<file path="src/rtl/core/vnf_norm.sv">
// Two-stage restoring divide of the octave sum by the total amplitude, to Q0.16.
`timescale 1ns / 1ps
`default_nettype none
module vnf_norm #(
  parameter int OCTAVES = 5
) (
  input  wire logic                  clk,
  input  wire logic                  rst_n,
  input  wire logic                  en,
  input  wire logic                  in_valid,
  input  wire logic [OCTAVES+23:0]   in_acc,
  output logic                       out_valid,
  output logic [15:0]                out_noise
);

  localparam int NW = OCTAVES + 16;
  localparam logic [OCTAVES:0] DEN = (OCTAVES+1)'((1 << OCTAVES) - 1);

  logic [NW-1:0] num;
  assign num = in_acc[OCTAVES+23:8];

  logic [OCTAVES-1:0] ra_r;
  logic [7:0]         qa_r;
  logic [7:0]         nlo_r;
  logic               va_r;
  logic [15:0]        q_r;
  logic               vb_r;

  logic [OCTAVES-1:0] ra_c;
  logic [7:0]         qa_c;
  logic [7:0]         qb_c;

  // high quotient byte
  always_comb begin
    logic [OCTAVES:0] r_ext;
    logic [OCTAVES-1:0] r;
    r = num[NW-1:16];
    for (int j = 7; j >= 0; j--) begin
      r_ext = {r, num[j+8]};
      qa_c[j] = (r_ext >= DEN);
      if (qa_c[j]) r_ext = r_ext - DEN;
      r = r_ext[OCTAVES-1:0];
    end
    ra_c = r;
  end

  // low quotient byte
  always_comb begin
    logic [OCTAVES:0] r_ext;
    logic [OCTAVES-1:0] r;
    r = ra_r;
    for (int j = 7; j >= 0; j--) begin
      r_ext = {r, nlo_r[j]};
      qb_c[j] = (r_ext >= DEN);
      if (qb_c[j]) r_ext = r_ext - DEN;
      r = r_ext[OCTAVES-1:0];
    end
  end

  always_ff @(posedge clk) begin
    if (!rst_n) begin
      va_r <= 1'b0;
      vb_r <= 1'b0;
    end else if (en) begin
      va_r <= in_valid;
      vb_r <= va_r;
    end
  end

  always_ff @(posedge clk) begin
    if (en) begin
      ra_r  <= ra_c;
      qa_r  <= qa_c;
      nlo_r <= num[7:0];
      q_r   <= {qa_r, qb_c};
    end
  end

  assign out_valid = vb_r;
  assign out_noise = q_r;

endmodule
`default_nettype wire

</file>
<file path="config.mk">
export PLATFORM = sky130hd
export DESIGN_NAME = vnf_norm
export DESIGN_NICKNAME = d
export VERILOG_FILES = /design/src/rtl/core/vnf_norm.sv
export SDC_FILE = /design/constraint.sdc
export NUM_CORES = 1
export LEC_CHECK = 0
export BUFFER_PORTS_ARGS = -buffer_cell sky130_fd_sc_hd__buf_2
export CORE_MARGIN = 4
export CORE_UTILIZATION = 30
export CTS_CLUSTER_DIAMETER = 120
export DETAILED_ROUTE_END_ITERATION = 12
export HOLD_SLACK_MARGIN = 0.05
export PLACE_DENSITY = 0.45
export SLEW_MARGIN = 20
export SYNTH_ARGS = -nofsm -noshare
export SYNTH_HDL_FRONTEND = slang
export SYNTH_SLANG_ARGS = --single-unit
</file>
<file path="constraint.sdc">
create_clock -name clk -period 7.2 [get_ports clk]
set_input_delay 0.36 -clock clk [delete_from_list [all_inputs] [get_ports clk]]
set_output_delay 0.36 -clock clk [all_outputs]
set_load 0.02 [all_outputs]
</file>
==> impl_metrics.env, run 1 <==
export IMPL_outcome="finished, final reports clean"
export IMPL_grt_pass1_vias=3535
export IMPL_antenna_found_initial=0
export IMPL_crit_path_start_kind="register"
export IMPL_final_hold_violation_count=0
export IMPL_die_area_mm2=0.0151
export IMPL_synth_xor_area_share_pct=5.75
export IMPL_rows=41
export IMPL_holdBufCountCts=0
export IMPL_wl_per_cell_um=13.3
export IMPL_cap_violations=0
export IMPL_ys_ff_latch=39
export IMPL_synthSimpleGateAreaFrac_pct=18.5
export IMPL_grt_pass1_wl_mm=16.0
export IMPL_htreeDepth=2
export IMPL_grt_max_degree=40
export IMPL_ys_seq_area_share_pct=29.1
export IMPL_syn_cell_area_mm2=0.00396
export IMPL_diodes=0
export IMPL_grtUsageTotal_pct=12.7
export IMPL_drive_above_1_share_pct=35.6
export IMPL_setup_violations=0
export IMPL_synth_top_family_by_area="compound AO/OA/AOI/OAI gates"
export IMPL_routed_wl_mm=9.47
export IMPL_dp_final_hpwl_mm=7.55
export IMPL_hold_class="in2reg"
export IMPL_finalWeightedCongestion=0.826
export IMPL_cp_end_kind="register"
export IMPL_slew_viol_final=0
export IMPL_worst_skew_pair_late_latency_ns=0.28
export IMPL_cts_tree="done"
export IMPL_min_period_over_period_pct=95.3
export IMPL_fin_total_pwr_uw=2390
export IMPL_synth_cell_type_count=80
export IMPL_critical_path_class="reg2reg"
export IMPL_area_growth_pct=30.8
export IMPL_cp_arrival_ns=6.89
export IMPL_netlist_instances=422
export IMPL_io_pins=50
export IMPL_path_buf_inv=2
export IMPL_leakage_uw=0.00211
export IMPL_instances_no_fill=711
export IMPL_dp_cells=698
export IMPL_synthMuxAreaShare_pct=11.6
export IMPL_finalClockSkew_ns=0.00584
export IMPL_avgSynthCellArea_um2=9.38
export IMPL_path_delay_family="compound AO/OA/AOI/OAI gates"
export IMPL_grt_overflow=0
export IMPL_cpPeakStageDelay_ns=0.68
export IMPL_die_h_um=123
export IMPL_p_per_area_mw_per_mm2=462
export IMPL_synth_edf_count=37
export IMPL_synth_fa_ha_area_share_pct=4.74
export IMPL_cpMostUsedCell="ha_2"
export IMPL_vias_per_cell=5.07
export IMPL_ir_drop_mv=0.165
export IMPL_cp_max_fo=5
export IMPL_slew_headroom_pct=38.9
export IMPL_max_freq_mhz=146
export IMPL_drt_iter0_drc=109
export IMPL_root_buffer="clkbuf_16"
export IMPL_yosys_warnings=0
export IMPL_drtAntennaViolNets=0
export IMPL_dr_pass1_iters=4
export IMPL_core_area_mm2=0.0128
export IMPL_period_needed_ns=6.86
export IMPL_clockBufferDepth=2
export IMPL_portBuffers=41
export IMPL_fin_nets=586
export IMPL_worstPathRequired_ns=7.23
export IMPL_tightest_slew_ns=0.917
export IMPL_clock_sinks=39
export IMPL_path_clk_slew_ns=0.06
export IMPL_synth_compound_area_share_pct=26.8
export IMPL_fill_cells=1265
export IMPL_drc=0
export IMPL_synthesis_nets=470
export IMPL_critPathSlowestCell="or4b_2"
export IMPL_die_w_um=123
export IMPL_via_count=3602
export IMPL_cts_buffers=5
export IMPL_async_reset_ff_share_pct=0
export IMPL_start_util_pct=31.0
export IMPL_ys_flop_type="edfxtp_1"
[logic make-up after synthesis]
group                      Yosys count
DFF                                 39
buffers and inverters               33
and+or+nand+nor                    137
muxes                               42
AOI/OAI and AO/OA                  130
adders and majority gates           15
xor gates and xnor gates            26
[per-stage QoR]
stage	util [%]	cell area [um^2]	hold slack (ns)	setup slack [ns]	TNS (ns)
floorplan	-	4020	0.400	-0.0445	-0.0445
global placement	38.5	4920	0.404	0.203	0
detailed placement	38.5	4920	0.406	0.214	0
CTS	39.8	5080	0.248	0.225	0
global route	40.5	5180	0.243	-0.0502	-0.0502
finish	40.5	5180	0.253	0.339	0
[repair_timing]
action | in CTS | in global routing
setup buffers | 0 | 5
setup endpoints to repair | 0 | 2
resized for setup | 0 | 12
[path summary, 6_finish.rpt]
check | startpoint | endpoint | slack [ns] | cells after the start
setup / recovery | ra_r[0]$_DFFE_PP_ | out_noise[0]$_DFFE_PP_ | 0.34 | 34
hold / removal | in_acc[15] | nlo_r[7]$_DFFE_PP_ | 0.25 | 1
setup reg to reg | ra_r[0]$_DFFE_PP_ | out_noise[0]$_DFFE_PP_ | 0.34 | 34
hold reg to reg | qa_r[3]$_DFFE_PP_ | out_noise[11]$_DFFE_PP_ | 0.42 | 0
[routing by layer]
layer,track usage (%),vias up,wire length (um)
met2,22.5,41,4730
met1,16.4,1694,4400
li1,-,1860,-
met5,0,-,0
met3,1.61,7,247
met4,2.80,0,89
[final cells by class]
type / instances / area [um^2] / share of cell area [%]
Timing Repair Buffer: 116 / 768 / 14.8
Sequential cell: 39 / 1150 / 22.2
Multi-Input combinational cell: 350 / 2780 / 53.7
Clock buffer: 6 / 129 / 2.49
Tap cell: 172 / 215 / 4.16
Clock inverter: 2 / 37.5 / 0.725
Inverter: 26 / 97.6 / 1.89
[state kept, by name (all words and copies together) (netlist names)]
name	flops
out_noise	16
nlo_r	8
qa_r	8
ra_r	5
out_valid	1
va_r	1
[cell usage after synthesis, types with 4 or more instances]
| cell type | instances | share of area, % |
|---|---|---|
| edfxtp_1 | 37 | 28 |
| nand2_1 | 31 | 2.9 |
| nand3_1 | 25 | 3.2 |
| inv_1 | 24 | 2.3 |
| mux2i_1 | 24 | 6.1 |
| a21oi_1 | 23 | 2.9 |
| xnor2_1 | 18 | 4.0 |
| ha_1 | 15 | 4.7 |
| nor2_1 | 15 | 1.4 |
| nor2b_1 | 12 | 1.9 |
| o21ai_0 | 12 | 1.5 |
| mux2_2 | 11 | 3.1 |
| a31oi_1 | 10 | 1.6 |
| and3_1 | 10 | 1.6 |
| and2_1 | 9 | 1.4 |
| o211ai_1 | 9 | 1.7 |
| nor3_1 | 8 | 1.0 |
| xor2_1 | 8 | 1.8 |
| o21a_1 | 7 | 1.3 |
| a21o_1 | 6 | 1.1 |
| nand3b_1 | 6 | 1.1 |
| or3_1 | 5 | 0.79 |
| a31o_2 | 4 | 0.88 |
| clkbuf_1 | 4 | 0.38 |
| nand2b_1 | 4 | 0.63 |
| o2111ai_1 | 4 | 0.88 |
[worst register-to-register path: cells and delay by family (launching register included)]
kind,cells,cell delay [ns]
buffers and inverters,2,0.09
XOR/XNOR,6,1.07
AND/OR/NAND/NOR,7,1.44
AO/OA/AOI/OAI,12,2.09
flip-flops,1,0.43
adder cells (fa/ha/maj),7,1.51
[where the power goes]
group	internal (uW)	switching [uW]	leakage (uW)	total [uW]
logic	849	913	0.00165	1760
clock network	164	88.0	0.0000771	252
registers	343	33.4	0.000378	377
[placed cells by master, fill, tap and decap left out, drive strengths merged, types with 4 or more instances in the layout]
cell type  instances
xor2               8
nand2             31
a211oi             4
a21oi             27
or3                6
ha                15
inv               26
clkbuf             6
and2               9
nand3             25
a31oi             10
a31o               5
buf              116
o21a               7
o31ai              4
a21o               7
o2111ai            4
and3              11
nor2b             12
xnor2             18
o21ai             16
edfxtp            37
nor2              15
nor3               8
mux2              16
mux2i             26
o211ai            11
nand2b             4
nand3b             6
(Power assumes the default switching activity.)
==> inputs of run 2 (changes only) <==
Settings changed: CORE_UTILIZATION 30 to 45, PLACE_DENSITY 0.45 to 0.64.
==> impl_metrics.env, run 2 (same netlist as run 1, synthesis figures left out) <==
export IMPL_outcome="finished, final reports clean"
export IMPL_path_delay_family="compound AO/OA/AOI/OAI gates"
export IMPL_via_count=3618
export IMPL_drt_iter0_drc=158
export IMPL_leakage_uw=0.00198
export IMPL_cts_buffers=5
export IMPL_critPathSlowestCell="a41o_1"
export IMPL_drc=0
export IMPL_instances_no_fill=618
export IMPL_min_period_over_period_pct=93.7
export IMPL_start_util_pct=47.2
export IMPL_rr_startpoint="ra_r[0]$_DFFE_PP_"
export IMPL_rows=33
export IMPL_grt_overflow=0
export IMPL_worst_skew_pair_late_latency_ns=0.30
export IMPL_routed_wl_mm=9.07
export IMPL_clock_sinks=39
export IMPL_diodes=0
export IMPL_fin_total_pwr_uw=2290
export IMPL_rrSetupSlack_ns=0.46
export IMPL_die_area_mm2=0.0104
export IMPL_critical_path_class="in2reg"
export IMPL_largest_reg_flops=16
export IMPL_layout_commonest_cell="buf_4"
export IMPL_slew_headroom_pct=42.5
export IMPL_finalWeightedCongestion=0.871
export IMPL_path_depth=35
export IMPL_critPathLaunch="in_acc[23]"
export IMPL_hold_class="in2reg"
export IMPL_core_area_mm2=0.00838
export IMPL_cp_end_kind="register"
export IMPL_p_per_area_mw_per_mm2=467
export IMPL_die_w_um=102
export IMPL_root_buffer="clkbuf_8"
export IMPL_cap_violations=0
export IMPL_tightest_slew_ns=0.863
export IMPL_drtAntennaViolNets=0
export IMPL_area_growth_pct=24.0
export IMPL_drive_above_1_share_pct=33.3
export IMPL_antenna_found_initial=0
export IMPL_r2r_end="out_noise[0]$_DFFE_PP_"
export IMPL_wl_per_cell_um=14.7
export IMPL_endpoint="ra_r[0]$_DFFE_PP_"
export IMPL_cpMostUsedCell="ha_2"
export IMPL_slew_viol_final=0
export IMPL_grt_pass1_wl_mm=15.1
export IMPL_dp_cells=602
export IMPL_grt_pass1_vias=3368
export IMPL_dp_final_hpwl_mm=6.99
export IMPL_ir_drop_mv=0.195
export IMPL_cp_max_fo=5
export IMPL_die_h_um=102
export IMPL_grtUsageTotal_pct=17.7
export IMPL_reg2reg_depth=34
export IMPL_dr_pass1_iters=4
export IMPL_cp_arrival_ns=6.78
export IMPL_grt_max_degree=40
export IMPL_io_pins=50
export IMPL_path_clk_slew_ns=0.09
export IMPL_clockBufferDepth=2
export IMPL_crit_path_start_kind="input port"
export IMPL_finalClockSkew_ns=0.0150
export IMPL_vias_per_cell=5.85
export IMPL_period_needed_ns=6.75
export IMPL_fin_nets=560
export IMPL_setup_violations=0
export IMPL_htreeDepth=2
export IMPL_cpPeakStageDelay_ns=0.33
export IMPL_most_common_layout_cells="buf_4 (49), buf_2 (41), edfxtp_1 (37)"
export IMPL_max_freq_mhz=148
export IMPL_worstPathRequired_ns=7.23
export IMPL_fin_util_pct=58.6
export IMPL_portBuffers=41
export IMPL_path_buf_inv=4
export IMPL_cts_tree="done"
export IMPL_final_hold_violation_count=0
run 2: final cells by class:
class | instances | area (um^2)
Tap cell | 105 | 131
Multi-Input combinational cell | 350 | 2840
Clock inverter | 2 | 38.8
Clock buffer | 6 | 82.6
Inverter | 26 | 97.6
Timing Repair Buffer | 90 | 573
Sequential cell | 39 | 1150
Fill cell | 728 | 3470
run 2: what timing repair did:
| item | CTS | global route |
|---|---|---|
| hold buffers | 0 | 0 |
| setup buffers | 0 | 8 |
| setup endpoints to repair | 0 | 7 |
| resized for setup | 0 | 21 |
run 2: per-layer routing:
layer	wire, um	GRT usage, %	vias up	share of wire (%)
met3	312	2.89	14	3.4
met4	168	5.93	0	1.9
met1	4210	23.4	1717	46
met2	4380	29.5	70	48
met5	0	0	-	0
li1	-	-	1817	-
run 2: through the flow:
| step | area [um^2] | TNS, ns | hold slack, ns | setup WS (ns) |
|---|---|---|---|---|
| 3_5_place_dp | 4620 | -0.0584 | 0.405 | -0.0265 |
| 6_report | 4910 | 0 | 0.229 | 0.453 |
| 3_3_place_gp | 4620 | 0 | 0.400 | 0.0991 |
| 4_1_cts | 4740 | 0 | 0.219 | 0.0731 |
| 2_1_floorplan | 4020 | -0.0445 | 0.400 | -0.0445 |
| 5_1_grt | 4910 | -0.0976 | 0.214 | -0.0299 |
run 2: worst min-delay path by stage:
stage / to / slack, ns / cells after the start / from
after global placement: out_noise[15]$_DFFE_PP_ / 0.40 / 0 / qa_r[7]$_DFFE_PP_
final: nlo_r[4]$_DFFE_PP_ / 0.23 / 1 / in_acc[12]
after floorplan: out_noise[10]$_DFFE_PP_ / 0.40 / 0 / qa_r[2]$_DFFE_PP_
after global routing: nlo_r[1]$_DFFE_PP_ / 0.21 / 1 / in_acc[9]
after CTS: nlo_r[4]$_DFFE_PP_ / 0.22 / 1 / in_acc[12]
after detailed placement: out_noise[10]$_DFFE_PP_ / 0.40 / 0 / qa_r[2]$_DFFE_PP_
run 2: report_power, final:
part	switching (uW)	internal (uW)
Combinational	918	798
Sequential	37.8	343
Clock	83.2	114
==> inputs of run 3 (changes only) <==
Settings changed: CORE_ASPECT_RATIO from default to 0.8.
==> impl_metrics.env, run 3 (same netlist as run 1, synthesis figures left out) <==
export IMPL_start_util_pct=46.5
export IMPL_grtUsageTotal_pct=17.6
export IMPL_tightest_slew_ns=0.888
export IMPL_vias_per_cell=5.68
export IMPL_cp_arrival_ns=6.90
export IMPL_slew_headroom_pct=40.8
export IMPL_io_pins=50
export IMPL_diodes=0
export IMPL_p_per_area_mw_per_mm2=471
export IMPL_internal_power_uw=1240
export IMPL_setup_violations=0
export IMPL_leakage_uw=0.00199
export IMPL_root_buffer="clkbuf_8"
export IMPL_htreeDepth=2
export IMPL_drt_iter0_drc=177
export IMPL_outcome="finished, final reports clean"
export IMPL_cp_end_kind="register"
export IMPL_grt_pass1_wl_mm=15.6
export IMPL_routed_wl_mm=9.33
export IMPL_cap_violations=0
export IMPL_power_switching_uw=1080
export IMPL_grt_overflow=0
export IMPL_rsz0062_at_grt="true"
export IMPL_worstPathRequired_ns=7.25
export IMPL_drc=0
export IMPL_slew_viol_final=0
export IMPL_drive_above_1_share_pct=33.7
export IMPL_cp_max_fo=5
export IMPL_path_clk_slew_ns=0.08
export IMPL_setup_slack_ns=0.355
export IMPL_ir_drop_mv=0.278
export IMPL_clockBufferDepth=2
export IMPL_swShare_pct=46.5
export IMPL_fin_total_pwr_uw=2320
export IMPL_portBuffers=41
export IMPL_die_w_um=113
export IMPL_clock_sinks=39
export IMPL_wl_per_cell_um=14.9
export IMPL_dp_cells=612
export IMPL_largest_reg_flops=16
export IMPL_via_count=3555
export IMPL_max_freq_mhz=146
export IMPL_drtAntennaViolNets=0
export IMPL_antenna_found_initial=0
export IMPL_top_layer_used="met4"
export IMPL_cpMostUsedCell="ha_2"
export IMPL_fin_util_pct=57.7
export IMPL_finalWeightedCongestion=0.841
export IMPL_instances_no_fill=626
export IMPL_wl_met1_mm=4.78
export IMPL_finalClockSkew_ns=0.00748
export IMPL_fin_nets=561
export IMPL_route_met2_wl_mm=4.24
export IMPL_die_area_mm2=0.0104
export IMPL_die_h_um=91.9
export IMPL_core_area_mm2=0.00852
export IMPL_layout_commonest_cell="buf_4"
export IMPL_critical_path_class="reg2reg"
export IMPL_wl_met3_um=259
export IMPL_cpPeakStageDelay_ns=0.68
export IMPL_grt_pass1_vias=3455
export IMPL_cts_buffers=5
export IMPL_grt_max_degree=40
export IMPL_cts_tree="done"
export IMPL_pre_cts_slack_ns=0.0735
export IMPL_worst_skew_pair_late_latency_ns=0.29
export IMPL_min_period_over_period_pct=95.1
export IMPL_crit_path_start_kind="register"
export IMPL_final_hold_violation_count=0
export IMPL_pwr_share_comb_pct=75.4
export IMPL_p_clk_share_pct=8.1
export IMPL_power_frac_seq_pct=16.5
export IMPL_dp_final_hpwl_mm=7.34
export IMPL_area_growth_pct=24.1
export IMPL_most_common_layout_cells="buf_4 (50), buf_2 (41), edfxtp_1 (37)"
export IMPL_period_needed_ns=6.84
export IMPL_rows=30
export IMPL_hold_class="in2reg"
export IMPL_dr_pass1_iters=5
export IMPL_critPathSlowestCell="or4b_2"
export IMPL_holdBufCountCts=0
## run 3: repair_timing
action	in CTS	in global routing
resized for setup	0	20
endpoints found under the setup margin	0	6
setup buffers	0	6
## run 3: final timing paths
check        cells past startpoint               from  slack (ns)                       to
min reg2reg                      0  qa_r[3]$_DFFE_PP_        0.42  out_noise[11]$_DFFE_PP_
max reg2reg                     34  ra_r[0]$_DFFE_PP_        0.36   out_noise[0]$_DFFE_PP_
min                              1         in_acc[12]        0.24       nlo_r[4]$_DFFE_PP_
max                             34  ra_r[0]$_DFFE_PP_        0.36   out_noise[0]$_DFFE_PP_
## run 3: worst max-delay path: cells and delay by family (launching register included)
| family | cells | cell delay (ns) |
|---|---|---|
| and+or+nand+nor | 7 | 1.48 |
| AOI/OAI and AO/OA | 12 | 2.10 |
| xor gates and xnor gates | 6 | 0.97 |
| adders and majority gates | 7 | 1.46 |
| buffers and inverters | 2 | 0.11 |
| DFF | 1 | 0.48 |
## run 3: power groups by stage
stage                     sequential (uW)  combinational (uW)  clock [uW]
final                                 383                1750         188
after global placement                380                1570           0
after global routing                  389                1910         205
after floorplan                       412                1130           0
after CTS                             379                1620         194
after detailed placement              384                1610           0
## run 3: metal layers
metal | vias to the layer above | GRT usage (%)
met5 | - | 0
met4 | 0 | 2.70
met3 | 4 | 1.65
met2 | 67 | 29.0
met1 | 1681 | 25.5
li1 | 1803 | -
## run 3: cell type report
cell class	instances	area, um^2
inverters	26	97.6
flip-flops and latches	39	1150
repair buffers	91	581
clock inverters	3	47.5
fillers	700	3610
well taps	112	140
clock buffers	5	68.8
multi-input cells	350	2830
## run 3: through the flow
stage / instance area (um^2) / TNS, ns / hold WS [ns]
global placement: 4650 / 0 / 0.401
detailed placement: 4650 / 0 / 0.406
finish: 4910 / 0 / 0.240
floorplan: 4020 / -0.0445 / 0.400
CTS: 4760 / 0 / 0.232
global route: 4910 / -0.0592 / 0.225
